===== config.mk =====
export PLATFORM = sky130hd
export DESIGN_NAME = sha256_stream_hasher
export DESIGN_NICKNAME = d
export VERILOG_FILES = /design/src/hdl/sha256_pkg.sv /design/src/hdl/sha256_core.sv /design/src/hdl/sha256_stream_hasher.sv
export SDC_FILE = /design/constraint.sdc
export NUM_CORES = 2
export LEC_CHECK = 0
export ABC_AREA = 1
export BUFFER_PORTS_ARGS = -buffer_cell sky130_fd_sc_hd__buf_2
export CAP_MARGIN = 20
export CORE_ASPECT_RATIO = 2
export CORE_MARGIN = 4
export CORE_UTILIZATION = 45
export CTS_BUF_LIST = sky130_fd_sc_hd__clkbuf_4 sky130_fd_sc_hd__clkbuf_8
export DETAILED_ROUTE_END_ITERATION = 7
export GPL_TIMING_DRIVEN = 1
export PLACE_DENSITY = 0.71
export SETUP_SLACK_MARGIN = 0.4
export SLEW_MARGIN = 0
export SYNTH_ARGS = -nofsm -noshare
export SYNTH_HDL_FRONTEND = slang
export SYNTH_SLANG_ARGS = --single-unit

===== constraint.sdc =====
create_clock -name clk -period 33.8 [get_ports clk]
set_input_delay 0 -clock clk [delete_from_list [all_inputs] [get_ports clk]]
set_output_delay 0 -clock clk [all_outputs]
set_load 0.005 [all_outputs]

===== src/hdl/sha256_pkg.sv =====
`timescale 1ns / 1ps
package sha256_pkg;

  localparam int unsigned BLOCK_BYTES = 64;
  localparam int unsigned PAD_LIMIT   = 56;
  localparam logic [7:0]  PAD_BYTE    = 8'h80;

  typedef logic [31:0] word_t;

  function automatic word_t init_word(input logic [2:0] idx);
    word_t r;
    unique case (idx)
      3'd0: r = 32'h6a09e667;
      3'd1: r = 32'hbb67ae85;
      3'd2: r = 32'h3c6ef372;
      3'd3: r = 32'ha54ff53a;
      3'd4: r = 32'h510e527f;
      3'd5: r = 32'h9b05688c;
      3'd6: r = 32'h1f83d9ab;
      default: r = 32'h5be0cd19;
    endcase
    return r;
  endfunction

  localparam word_t ROUND_K [64] = '{
    32'h428a2f98, 32'h71374491, 32'hb5c0fbcf, 32'he9b5dba5,
    32'h3956c25b, 32'h59f111f1, 32'h923f82a4, 32'hab1c5ed5,
    32'hd807aa98, 32'h12835b01, 32'h243185be, 32'h550c7dc3,
    32'h72be5d74, 32'h80deb1fe, 32'h9bdc06a7, 32'hc19bf174,
    32'he49b69c1, 32'hefbe4786, 32'h0fc19dc6, 32'h240ca1cc,
    32'h2de92c6f, 32'h4a7484aa, 32'h5cb0a9dc, 32'h76f988da,
    32'h983e5152, 32'ha831c66d, 32'hb00327c8, 32'hbf597fc7,
    32'hc6e00bf3, 32'hd5a79147, 32'h06ca6351, 32'h14292967,
    32'h27b70a85, 32'h2e1b2138, 32'h4d2c6dfc, 32'h53380d13,
    32'h650a7354, 32'h766a0abb, 32'h81c2c92e, 32'h92722c85,
    32'ha2bfe8a1, 32'ha81a664b, 32'hc24b8b70, 32'hc76c51a3,
    32'hd192e819, 32'hd6990624, 32'hf40e3585, 32'h106aa070,
    32'h19a4c116, 32'h1e376c08, 32'h2748774c, 32'h34b0bcb5,
    32'h391c0cb3, 32'h4ed8aa4a, 32'h5b9cca4f, 32'h682e6ff3,
    32'h748f82ee, 32'h78a5636f, 32'h84c87814, 32'h8cc70208,
    32'h90befffa, 32'ha4506ceb, 32'hbef9a3f7, 32'hc67178f2
  };

  typedef struct packed {
    logic start;
    logic busy;
    logic done;
  } core_ctl_t;

endpackage


===== src/hdl/sha256_core.sv =====
`timescale 1ns / 1ps
// Compression unit: 16-entry schedule ring in four memory copies, one round per cycle.
// Block words are loaded through the word port during load_en, then start.
module sha256_core (
  input  logic                 clk,
  input  logic                 rst,
  input  logic                 load_en,
  input  logic [3:0]           load_addr,
  input  sha256_pkg::word_t    load_word,
  input  logic                 start,
  input  logic                 init_hash,
  input  logic [2:0]           hash_rd_idx,
  output sha256_pkg::word_t    hash_rd_word,
  output sha256_pkg::core_ctl_t ctl
);
  import sha256_pkg::*;

  localparam logic [1:0] S_IDLE = 2'd0;
  localparam logic [1:0] S_FILL = 2'd1;
  localparam logic [1:0] S_RUN  = 2'd2;
  localparam logic [1:0] S_ADD  = 2'd3;

  logic [1:0] state;
  logic [6:0] rnd;
  word_t h [8];
  word_t a, b, c, d, e, f, g, hh;

  // four ring copies give the four schedule taps
  word_t w0 [16];
  word_t w1 [16];
  word_t w9 [16];
  word_t w14 [16];
  word_t r0, r1, r9, r14;

  logic       wr_en;
  logic [3:0] wr_addr;
  word_t      wr_word;
  logic [5:0] ridx;
  logic [3:0] ra;

  word_t s0, s1, wnew, wcur, t1, t2;

  // rnd counts rounds; taps for round r+1 are read during round r
  assign ridx = rnd[5:0] + 6'd1;
  assign ra   = (state == S_FILL) ? 4'd0 : ridx[3:0];

  always_ff @(posedge clk) begin
    if (wr_en) begin
      w0[wr_addr]  <= wr_word;
      w1[wr_addr]  <= wr_word;
      w9[wr_addr]  <= wr_word;
      w14[wr_addr] <= wr_word;
    end
    r0  <= w0[ra];
    r1  <= w1[ra + 4'd1];
    r9  <= w9[ra + 4'd9];
    r14 <= w14[ra + 4'd14];
  end

  always_comb begin
    s0   = {r1[6:0], r1[31:7]} ^ {r1[17:0], r1[31:18]} ^ (r1 >> 3);
    s1   = {r14[16:0], r14[31:17]} ^ {r14[18:0], r14[31:19]} ^ (r14 >> 10);
    wnew = r0 + s0 + r9 + s1;
    wcur = (rnd < 7'd16) ? r0 : wnew;
    t1 = hh + ({e[5:0], e[31:6]} ^ {e[10:0], e[31:11]} ^ {e[24:0], e[31:25]})
       + ((e & f) ^ (~e & g)) + ROUND_K[rnd[5:0]] + wcur;
    t2 = ({a[1:0], a[31:2]} ^ {a[12:0], a[31:13]} ^ {a[21:0], a[31:22]})
       + ((a & b) ^ (a & c) ^ (b & c));
    wr_en   = load_en || (state == S_RUN && rnd >= 7'd16);
    wr_addr = load_en ? load_addr : rnd[3:0];
    wr_word = load_en ? load_word : wnew;
  end

  always_ff @(posedge clk) begin
    if (rst) begin
      state <= S_IDLE;
      rnd   <= '0;
      for (int i = 0; i < 8; i++) h[i] <= init_word(3'(i));
    end else begin
      if (init_hash) begin
        for (int i = 0; i < 8; i++) h[i] <= init_word(3'(i));
      end
      unique case (state)
        S_IDLE: if (start) begin
          state <= S_FILL;
        end
        S_FILL: begin
          {a, b, c, d, e, f, g, hh} <= {h[0], h[1], h[2], h[3], h[4], h[5], h[6], h[7]};
          rnd   <= '0;
          state <= S_RUN;
        end
        S_RUN: begin
          hh <= g; g <= f; f <= e; e <= d + t1;
          d <= c; c <= b; b <= a; a <= t1 + t2;
          rnd <= rnd + 7'd1;
          if (rnd == 7'd63) state <= S_ADD;
        end
        S_ADD: begin
          h[0] <= h[0] + a; h[1] <= h[1] + b; h[2] <= h[2] + c; h[3] <= h[3] + d;
          h[4] <= h[4] + e; h[5] <= h[5] + f; h[6] <= h[6] + g; h[7] <= h[7] + hh;
          state <= S_IDLE;
        end
        default: state <= S_IDLE;
      endcase
    end
  end

  assign hash_rd_word = h[hash_rd_idx];
  assign ctl.start = start;
  assign ctl.busy  = (state != S_IDLE);
  assign ctl.done  = (state == S_ADD);

endmodule


===== src/hdl/sha256_stream_hasher.sv =====
`timescale 1ns / 1ps
// Byte requests are taken one per cycle while in the input state; the 64th byte of a
// block holds off requests while the block is read into the schedule memory and
// compressed (start, one setup read, 64 rounds, one hash add) in the single round unit.
// An end request runs one or two padded blocks, after the full block when its byte
// fills one; eight digest words follow, one per cycle taken.
// rst is synchronous: hash returns to the initial value, counts clear.
module sha256_stream_hasher (
  input  logic        clk,
  input  logic        rst,
  input  logic        s_axis_tvalid,
  output logic        s_axis_tready,
  input  logic [7:0]  s_axis_tdata,   // data_byte
  input  logic        s_axis_tuser,   // has_byte
  input  logic        s_axis_tlast,   // end_of_message
  output logic        m_axis_tvalid,
  input  logic        m_axis_tready,
  output logic [39:0] m_axis_tdata,   // digest_word, word_index, 5 zero bits
  output logic        m_axis_tlast    // last_word
);
  import sha256_pkg::*;

  localparam logic [2:0] S_IN   = 3'd0;
  localparam logic [2:0] S_LOAD = 3'd1;
  localparam logic [2:0] S_WAIT = 3'd2;
  localparam logic [2:0] S_OUT  = 3'd3;
  localparam logic [2:0] S_KICK = 3'd4;

  logic [2:0]  state;
  logic [5:0]  count;
  logic [60:0] msg_len;
  logic        fin, pad_blk, two_blk, full_blk;
  logic [2:0]  oidx;

  logic [7:0] buffer_mem [BLOCK_BYTES];
  logic [31:0] acc;
  word_t       acc_w;

  sha256_pkg::core_ctl_t ctl;
  logic       load_en, start, init_hash;
  word_t      hash_word;
  logic [63:0] bits;

  logic acc_in;
  assign acc_in = s_axis_tvalid && s_axis_tready;
  assign s_axis_tready = (state == S_IN);
  assign bits = {msg_len, 3'b000};

  always_ff @(posedge clk) begin
    if (acc_in && s_axis_tuser) buffer_mem[count] <= s_axis_tdata;
  end

  // padded byte at position pos of the one or two padding blocks
  function automatic logic [7:0] pad_at(input logic [6:0] pos, input logic [7:0] mem,
                                        input logic [5:0] n, input logic [63:0] len,
                                        input logic tb);
    logic [6:0] lim;
    logic [7:0] r;
    lim = tb ? 7'd120 : 7'd56;
    if (pos < {1'b0, n}) r = mem;
    else if (pos == {1'b0, n}) r = PAD_BYTE;
    else if (pos >= lim) r = len[8*(7 - (pos - lim)) +: 8];
    else r = 8'h00;
    return r;
  endfunction

  logic [3:0] lw_addr;

  // reading: step t issues address t, and the byte returns registered in mem_q in the next step
  logic [6:0] step;
  logic [5:0] baddr;
  logic [5:0] got;
  always_comb begin
    baddr = step[5:0];
    got   = 6'(step - 7'd1);
  end

  sha256_core u_core (
    .clk(clk), .rst(rst),
    .load_en(load_en), .load_addr(lw_addr), .load_word(acc_w),
    .start(start), .init_hash(init_hash),
    .hash_rd_idx(oidx), .hash_rd_word(hash_word), .ctl(ctl)
  );

  logic [7:0] rb2;
  logic [7:0] mem_q;
  always_ff @(posedge clk) mem_q <= buffer_mem[baddr];

  logic [6:0] gpos;
  assign gpos = {pad_blk, got};
  // a block filled by the end byte goes in raw; the padding block follows
  assign rb2 = (fin && !full_blk) ? pad_at(gpos, mem_q, count, bits, two_blk) : mem_q;
  assign load_en = (state == S_LOAD) && step != 7'd0 && got[1:0] == 2'd3;
  assign lw_addr = got[5:2];
  assign acc_w = {acc[23:0], rb2};
  assign start = (state == S_KICK);
  assign init_hash = (state == S_OUT) && m_axis_tready && oidx == 3'd7;

  always_ff @(posedge clk) begin
    if (load_en) acc <= acc_w;
    else if (state == S_LOAD) acc <= acc_w;
  end

  always_ff @(posedge clk) begin
    if (rst) begin
      state <= S_IN; count <= '0; msg_len <= '0; fin <= 1'b0;
      pad_blk <= 1'b0; two_blk <= 1'b0; full_blk <= 1'b0; step <= '0; oidx <= '0;
    end else begin
      unique case (state)
        S_IN: if (acc_in) begin
          if (s_axis_tuser) begin
            count <= count + 6'd1;
            msg_len <= msg_len + 61'd1;
          end
          fin <= s_axis_tlast;
          pad_blk <= 1'b0;
          full_blk <= s_axis_tuser && count == 6'd63;
          two_blk <= (s_axis_tuser ? count + 6'd1 : count) >= 6'(PAD_LIMIT)
                     && !(s_axis_tuser && count == 6'd63);
          step <= '0;
          if ((s_axis_tuser && count == 6'd63) || s_axis_tlast) state <= S_LOAD;
        end
        S_LOAD: begin
          step <= step + 7'd1;
          if (step == 7'd64) state <= S_KICK;
        end
        S_KICK: state <= S_WAIT;
        S_WAIT: if (ctl.done) begin
          step <= '0;
          full_blk <= 1'b0;
          if (fin && full_blk) begin
            state <= S_LOAD;
          end else if (fin && two_blk && !pad_blk) begin
            pad_blk <= 1'b1; state <= S_LOAD;
          end else if (fin) begin
            state <= S_OUT; oidx <= '0;
          end else begin
            state <= S_IN;
          end
        end
        S_OUT: if (m_axis_tready) begin
          oidx <= oidx + 3'd1;
          if (oidx == 3'd7) begin
            state <= S_IN; count <= '0; msg_len <= '0; fin <= 1'b0;
          end
        end
        default: state <= S_IN;
      endcase
    end
  end

  assign m_axis_tvalid = (state == S_OUT);
  assign m_axis_tdata  = {5'd0, oidx, hash_word};
  assign m_axis_tlast  = (oidx == 3'd7);

endmodule


Yosys cells after proc, flatten, opt, wreduce, memory -nomap -nowiden
Memory sizes are Yosys's and may differ from the RTL's. A register that Yosys moved wholly into a read port is not among the register bits.
Cells that the tools add are included.
{"block": "op_classes", "div_mod_pow": 0, "n_bitwise": 35, "n_lt_le_gt_ge": 6, "n_addsub": 30, "mul": 0, "n_shift": 1, "n_eq_ne": 26, "n_reduce_logical": 37, "n_mux": 120}
{"operator": "32-bit 2-to-1 mux", "n": 44}
{"operator": "32-bit adder", "n": 18}
{"operator": "32-bit case mux with 2 select lines", "n": 8}
{"operator": "32-bit bitwise XOR", "n": 9}
{"operator": "61-bit 2-to-1 mux", "n": 4}
{"operator": "32-bit bitwise AND", "n": 5}
{"operator": "61-bit case mux with 2 select lines", "n": 1}
{"operator": "64-bit by 33-bit variable part select with 8-bit output", "n": 1}
{"operator": "61-bit by 1-bit adder with 61-bit output, second input constant", "n": 1}
{"operator": "24-bit 2-to-1 mux", "n": 2}
{"operator": "3-bit 2-to-1 mux", "n": 13}
{"operator": "8-bit 2-to-1 mux", "n": 4}
{"operator": "32-bit inverter", "n": 1}
{"operator": "32-bit by 22-bit bitwise XOR with 32-bit output", "n": 1}
{"operator": "32-bit by 29-bit bitwise XOR with 32-bit output", "n": 1}
{"operator": "6-bit 2-to-1 mux", "n": 4}
{"operator": "1-bit 2-to-1 mux", "n": 21}
{"operator": "7-bit 2-to-1 mux", "n": 3}
{"operator": "7-bit case mux with 3 select lines", "n": 1}
{"operator": "1-bit bitwise OR", "n": 16}
{"operator": "3-bit case mux with 5 select lines", "n": 1}
{"operator": "7-bit by 1-bit adder with 7-bit output, second input constant", "n": 2}
{"operator": "2-bit != test, second input constant", "n": 7}
{"operator": "7-bit case mux with 2 select lines", "n": 1}
{"operator": "44 further kinds", "n": 86}
{"block": "word_totals", "ram_bits": 2816, "memories": 7, "elab_cells": 282, "mem_bits_ro": 2048, "latchBits": 0, "ff_bits": 373}
{"memory": "(no name shown)", "depth": 64, "word_bits": 32, "read_ports": 1, "rd_clocked_by_memory_dff": 0, "wr": 0, "line": "sha256_core.sv:66", "source": "+ ((e & f) ^ (~e & g)) + ROUND_K[rnd[5:0]] + wcur;"}
{"memory": "buffer_mem", "depth": 64, "word_bits": 8, "read_ports": 1, "rd_clocked_by_memory_dff": 1, "wr": 1, "line": "sha256_stream_hasher.sv:35", "source": "logic [7:0] buffer_mem [BLOCK_BYTES];"}
{"memory": "u_core.w0", "depth": 16, "word_bits": 32, "read_ports": 1, "rd_clocked_by_memory_dff": 1, "wr": 1, "line": "sha256_core.sv:29", "source": "word_t w0 [16];"}
{"memory": "u_core.w1", "depth": 16, "word_bits": 32, "read_ports": 1, "rd_clocked_by_memory_dff": 1, "wr": 1, "line": "sha256_core.sv:30", "source": "word_t w1 [16];"}
{"memory": "u_core.w14", "depth": 16, "word_bits": 32, "read_ports": 1, "rd_clocked_by_memory_dff": 1, "wr": 1, "line": "sha256_core.sv:32", "source": "word_t w14 [16];"}
{"memory": "u_core.w9", "depth": 16, "word_bits": 32, "read_ports": 1, "rd_clocked_by_memory_dff": 1, "wr": 1, "line": "sha256_core.sv:31", "source": "word_t w9 [16];"}
{"memory": "+1 memories"}

Depth between registers and ports, before layout
{"block": "logic_depth", "word_depth": 10, "ltp_mapped": 46, "ltp_nobuf": 46}

Modules after synthesis
Synthesis repeated with hierarchy kept, for this count alone.
{"block": "unflattened", "hier_cells": 13227, "hier_area_um2": 110801.3}
{"module": "sha256_core", "area_each_um2": 83694.0, "seq_area_each_um2": 33171.8, "instances": 1, "cells_each": 10516}
{"module": "sha256_stream_hasher", "area_each_um2": 27107.2, "seq_area_each_um2": 17937.2, "instances": 1, "cells_each": 2711}

Worst setup path after synthesis
No wires, ideal clock.
{"block": "synth_path", "path_kind": "register to register", "start": "reg u_core.state[0]", "end": "reg u_core.a[0] (enable)", "arrival_time_ns": 11.671, "synth_period_minus_slack_ns": 12.549, "stages_incl_launch_ff": 6, "setup_slack_ns": 21.251, "path_cell_list": "dfxtp_1 -> inv_1 -> ha_1 -> clkbuf_1 -> inv_1 -> nor2_1"}
{"block": "synth_via", "elab_chain_len": 3, "elab_cells_between_ends": 4, "cone_classes": "2 x eq/ne; 2 x reduce/logical"}
{"item": "start: declaration", "line": "sha256_core.sv:23", "source": "logic [1:0] state;"}
{"item": "start signal: assignment", "line": "sha256_core.sv:76", "source": "state <= S_IDLE;"}
{"item": "start signal: assignment", "line": "sha256_core.sv:85", "source": "state <= S_FILL;"}
{"item": "start signal: assignment", "line": "sha256_core.sv:90", "source": "state <= S_RUN;"}
{"item": "2-bit == test / 2-bit by 1-bit == test with 1-bit output (equally long branches)", "line": "sha256_core.sv:83", "source": "unique case (state)"}
{"item": "2-bit nonzero test (no source line) *"}
{"item": "2-bit AND reduction (no source line) *"}
{"item": "end signal: assignment", "line": "sha256_core.sv:88", "source": "{a, b, c, d, e, f, g, hh} <= {h[0], h[1], h[2], h[3], h[4], h[5], h[6], h[7]};"}
{"item": "end: declaration", "line": "sha256_core.sv:26", "source": "word_t a, b, c, d, e, f, g, hh;"}
Every way passes the cells marked *; elsewhere a longest branch is shown, timed or not.
A chain may end at the register's enable or synchronous reset.

Worst setup path in the final report
{"block": "layout_path", "start": "reg u_core.rnd[0]", "end": "reg u_core.a[30], data pin"}
{"block": "layout_via", "elab_chain_len": 8, "elab_cells_between_ends": 10, "cone_classes": "3 x add/sub; 1 x order compare; 4 x mux; 1 x bitwise; 1 x memory"}
{"item": "start: declaration", "line": "sha256_core.sv:24", "source": "logic [6:0] rnd;"}
{"item": "start signal: assignment", "line": "sha256_core.sv:95", "source": "rnd <= rnd + 7'd1;"}
{"item": "6-bit inverter with 7-bit output (not written as such)", "line": "sha256_core.sv:66"}
{"item": "memory read 64 x 32 bit"}
{"item": "32-bit 2-to-1 mux (not written as such) (2 in a row)", "line": "sha256_core.sv:66"}
{"item": "32-bit adder", "line": "sha256_core.sv:66"}
{"item": "32-bit adder *", "line": "sha256_core.sv:66"}
{"item": "32-bit adder *", "line": "sha256_core.sv:94", "source": "d <= c; c <= b; b <= a; a <= t1 + t2;"}
{"item": "32-bit case mux with 2 select lines *", "line": "sha256_core.sv:83"}
Every way passes the cells marked *; elsewhere a longest branch is shown, timed or not. The select of a mux whose other input is x is not followed.

==> metrics.txt <==
Post-Synth Adder-Cell Area=0.0866; startpoint types=register; dpl cell area=112000 µm²; Yosys cell types=77; clock slew at reported path FFs=0.07 ns; DRT iter0 DRCs=9476; measured slew at the worst slew-check pin=approximately 1.4 ns; IO Pins=between 50 and 60; ys async rst share=0; number of global-route vias before repair=92770; synthesized area per cell=8.73 µm²; Resized Gates After CTS=0; DRC Markers=11; antenna violations before repair=33; DP Cell Count=15231; Tcrit/Tclk final=0.329; final slew viol count=0; count leader, synth=nand2_1; post-synthesis xor/xnor area fraction=0.0305; largest family of logic cells by synthesized area=compound AO/OA/AOI/OAI gates; fin cells=roughly 16000; critical path type=reg -> reg; first-pass GRT wire length=646 mm; Worst Path Required=34.55 ns; Crit path arrival time=11.89 ns; HP Class=in -> reg; Setup TNS=0 ns; Synthesis Warnings=0; Die Area=249000 µm²; most used cell, CP=nand2_1; Synth Instances=about 12000; Overall Global Routing Usage=0.362; hpwl dp=between 300 and 400 mm; Sink Count=1792; kind of cell adding the most delay to the critical path=adder cells; top cells by area, synth=edfxtp_1 (42%), o21ai_0 (7.7%), nand2_1 (7.5%); Max-cap violations=0; mapped cell area=~110000 µm²; synth cell count leaders=nand2_1 (2169), o21ai_0 (1656), edfxtp_1 (1528); fmax=~90 MHz; number of flops mapped to enable cells by yosys=1528; largest net degree at the start of global routing=184; status=finished, violations left; TritonRoute pass-1 iters=8; Vias per Instance=6.06; post-synth top area cell=edfxtp_1; Post-Synth Simple-Gate Area=0.150; Antenna Nets Post-Route=0; Primary FF master, synth=edfxtp_1; core area=239000 µm²; layout cell share with drive strength beyond 1=0.0720; latest clock arrival within the worst-skew pair=about 1.1 ns; clk buf depth=4; top cell type's share of synthesized area=0.424; WP buf/inv=3; fin area=118000 µm²; violated checks=design-rule violations; multiplexer area fraction after synthesis=0.00843; CP endpoint kind=register; NumNets Final=12978; sequential fraction of the synthesis area=0.472; CTS tree=done; Core Rows=254; Placer Congestion=1.09; Fill cells=22634; Slew HR=0.0524; crit path max fanout=16; Final setup viols=0; final WL=457 mm; skew final=0.0640 ns; grt total ovfl=0; # H-tree levels=5; clk root buf=clkbuf_8; Crit-path slowest cell=a221oi_1; number of CTS-inserted buffers=273; wire per inst=29.0 µm; area of the multi-input gates=50300 µm²; crit path time final=around 11 ns; Final Hold Viols=0; Vias=about 96000; Crit path largest cell delay=1.11 ns; Initial Util=0.453; Die H=702 µm; Area Growth Syn to Fin=9.19%; die width=355 µm; I/O Buffers=~50; Seq. cell area=~50000 µm²; unrepaired setup endpoints after global routing=no; post-synthesis compound-gate area fraction=0.186; register bit total from synthesis=approximately 1800
-- cell usage in the layout, fill, tap and decap left out, types with 57 or more instances in the layout --
cell type  instances
nand2_1         2169
o21ai_0         1641
edfxtp_1        1528
inv_1           1251
nor2_1          1089
a21oi_1         1049
ha_1             421
nand3_1          317
clkbuf_8         296
dfxtp_1          257
a31oi_1          219
fa_1             195
buf_4            195
xnor2_1          186
xor2_1           184
o22ai_1          167
nor3_1           147
o211ai_1         133
mux2i_1           89
or2_2             81
o21a_1            70
nand4_1           70
clkbuf_4          63
a21o_1            57
-- repair_timing --
action	in CTS	in global routing
hold buffers	19	0
buffers inserted	0	0
endpoints found under the hold margin	620	0
-- stage by stage --
step | hold slack [ns] | setup WS, ns | util
finish | 0.151 | 22.66 | 0.494
global placement | 0.298 | 23.45 | 0.468
global route | 0.193 | 22.82 | 0.494
floorplan | 0.0989 | 21.25 | -
CTS | 0.108 | 23.50 | 0.493
detailed placement | 0.308 | 23.53 | 0.468
-- per-layer routing --
metal / up-vias / routed length (µm) / global-route usage
met3: 2161 / 36900 / 0.0959
met2: 5183 / 224000 / 0.619
met1: 45390 / 135000 / 0.333
met5: - / 85 / 0.00155
li1: 42958 / - / -
met4: 12 / 61500 / 0.388
-- cell families after synthesis --
kind of cell,after synthesis
mux,91
fa+ha+maj,636
flops,1792
buf+inv,1906
other cells,1
simple gates,3983
compound gates,3617
xor+xnor,377
-- path summary, 6_finish.rpt --
check | endpoint | slack, ns | start | cells past startpoint
worst min register to register | acc[19] | 0.43 | acc[11] | 0
worst min-delay path | buffer_mem[18][6] | 0.15 | s_axis_tdata[6] | 3
worst max register to register | u_core.a[30] | 22.66 | u_core.rnd[0] | 30
worst max-delay path | u_core.a[30] | 22.66 | u_core.rnd[0] | 30
-- cell type report --
type | count | share of cell area
sequential | 1792 | 0.433
multi-input combinational | 8709 | 0.425
inverter | 1284 | 0.0411
clock buffer | 352 | 0.0379
tap | 3200 | 0.0338
timing repair buffer | 285 | 0.0184
clock inverter | 130 | 0.00985
antenna | 29 | 0.000614
-- worst min-delay path, delay by kind of cell --
family	cells	cell delay, ns
buffers and inverters	3	0.94
-- flip-flops by register name, summed over array words and instances, names as in the netlist, 6 cells and up, named ones only --
register / count
u_core.w0: 512
u_core.r14: 32
u_core.f: 32
acc: 24
u_core.c: 32
u_core.b: 32
count: 6
u_core.e: 32
u_core.hh: 32
u_core.rnd: 7
buffer_mem: 512
u_core.r1: 32
u_core.g: 32
u_core.a: 32
u_core.r9: 32
step: 7
u_core.r0: 32
u_core.d: 32
mem_q: 8
msg_len: 61
u_core.h: 256
Power is left out: the tool's default activity adds up to more than one toggle a clock period on the data nets, which glitch-free logic cannot reach.
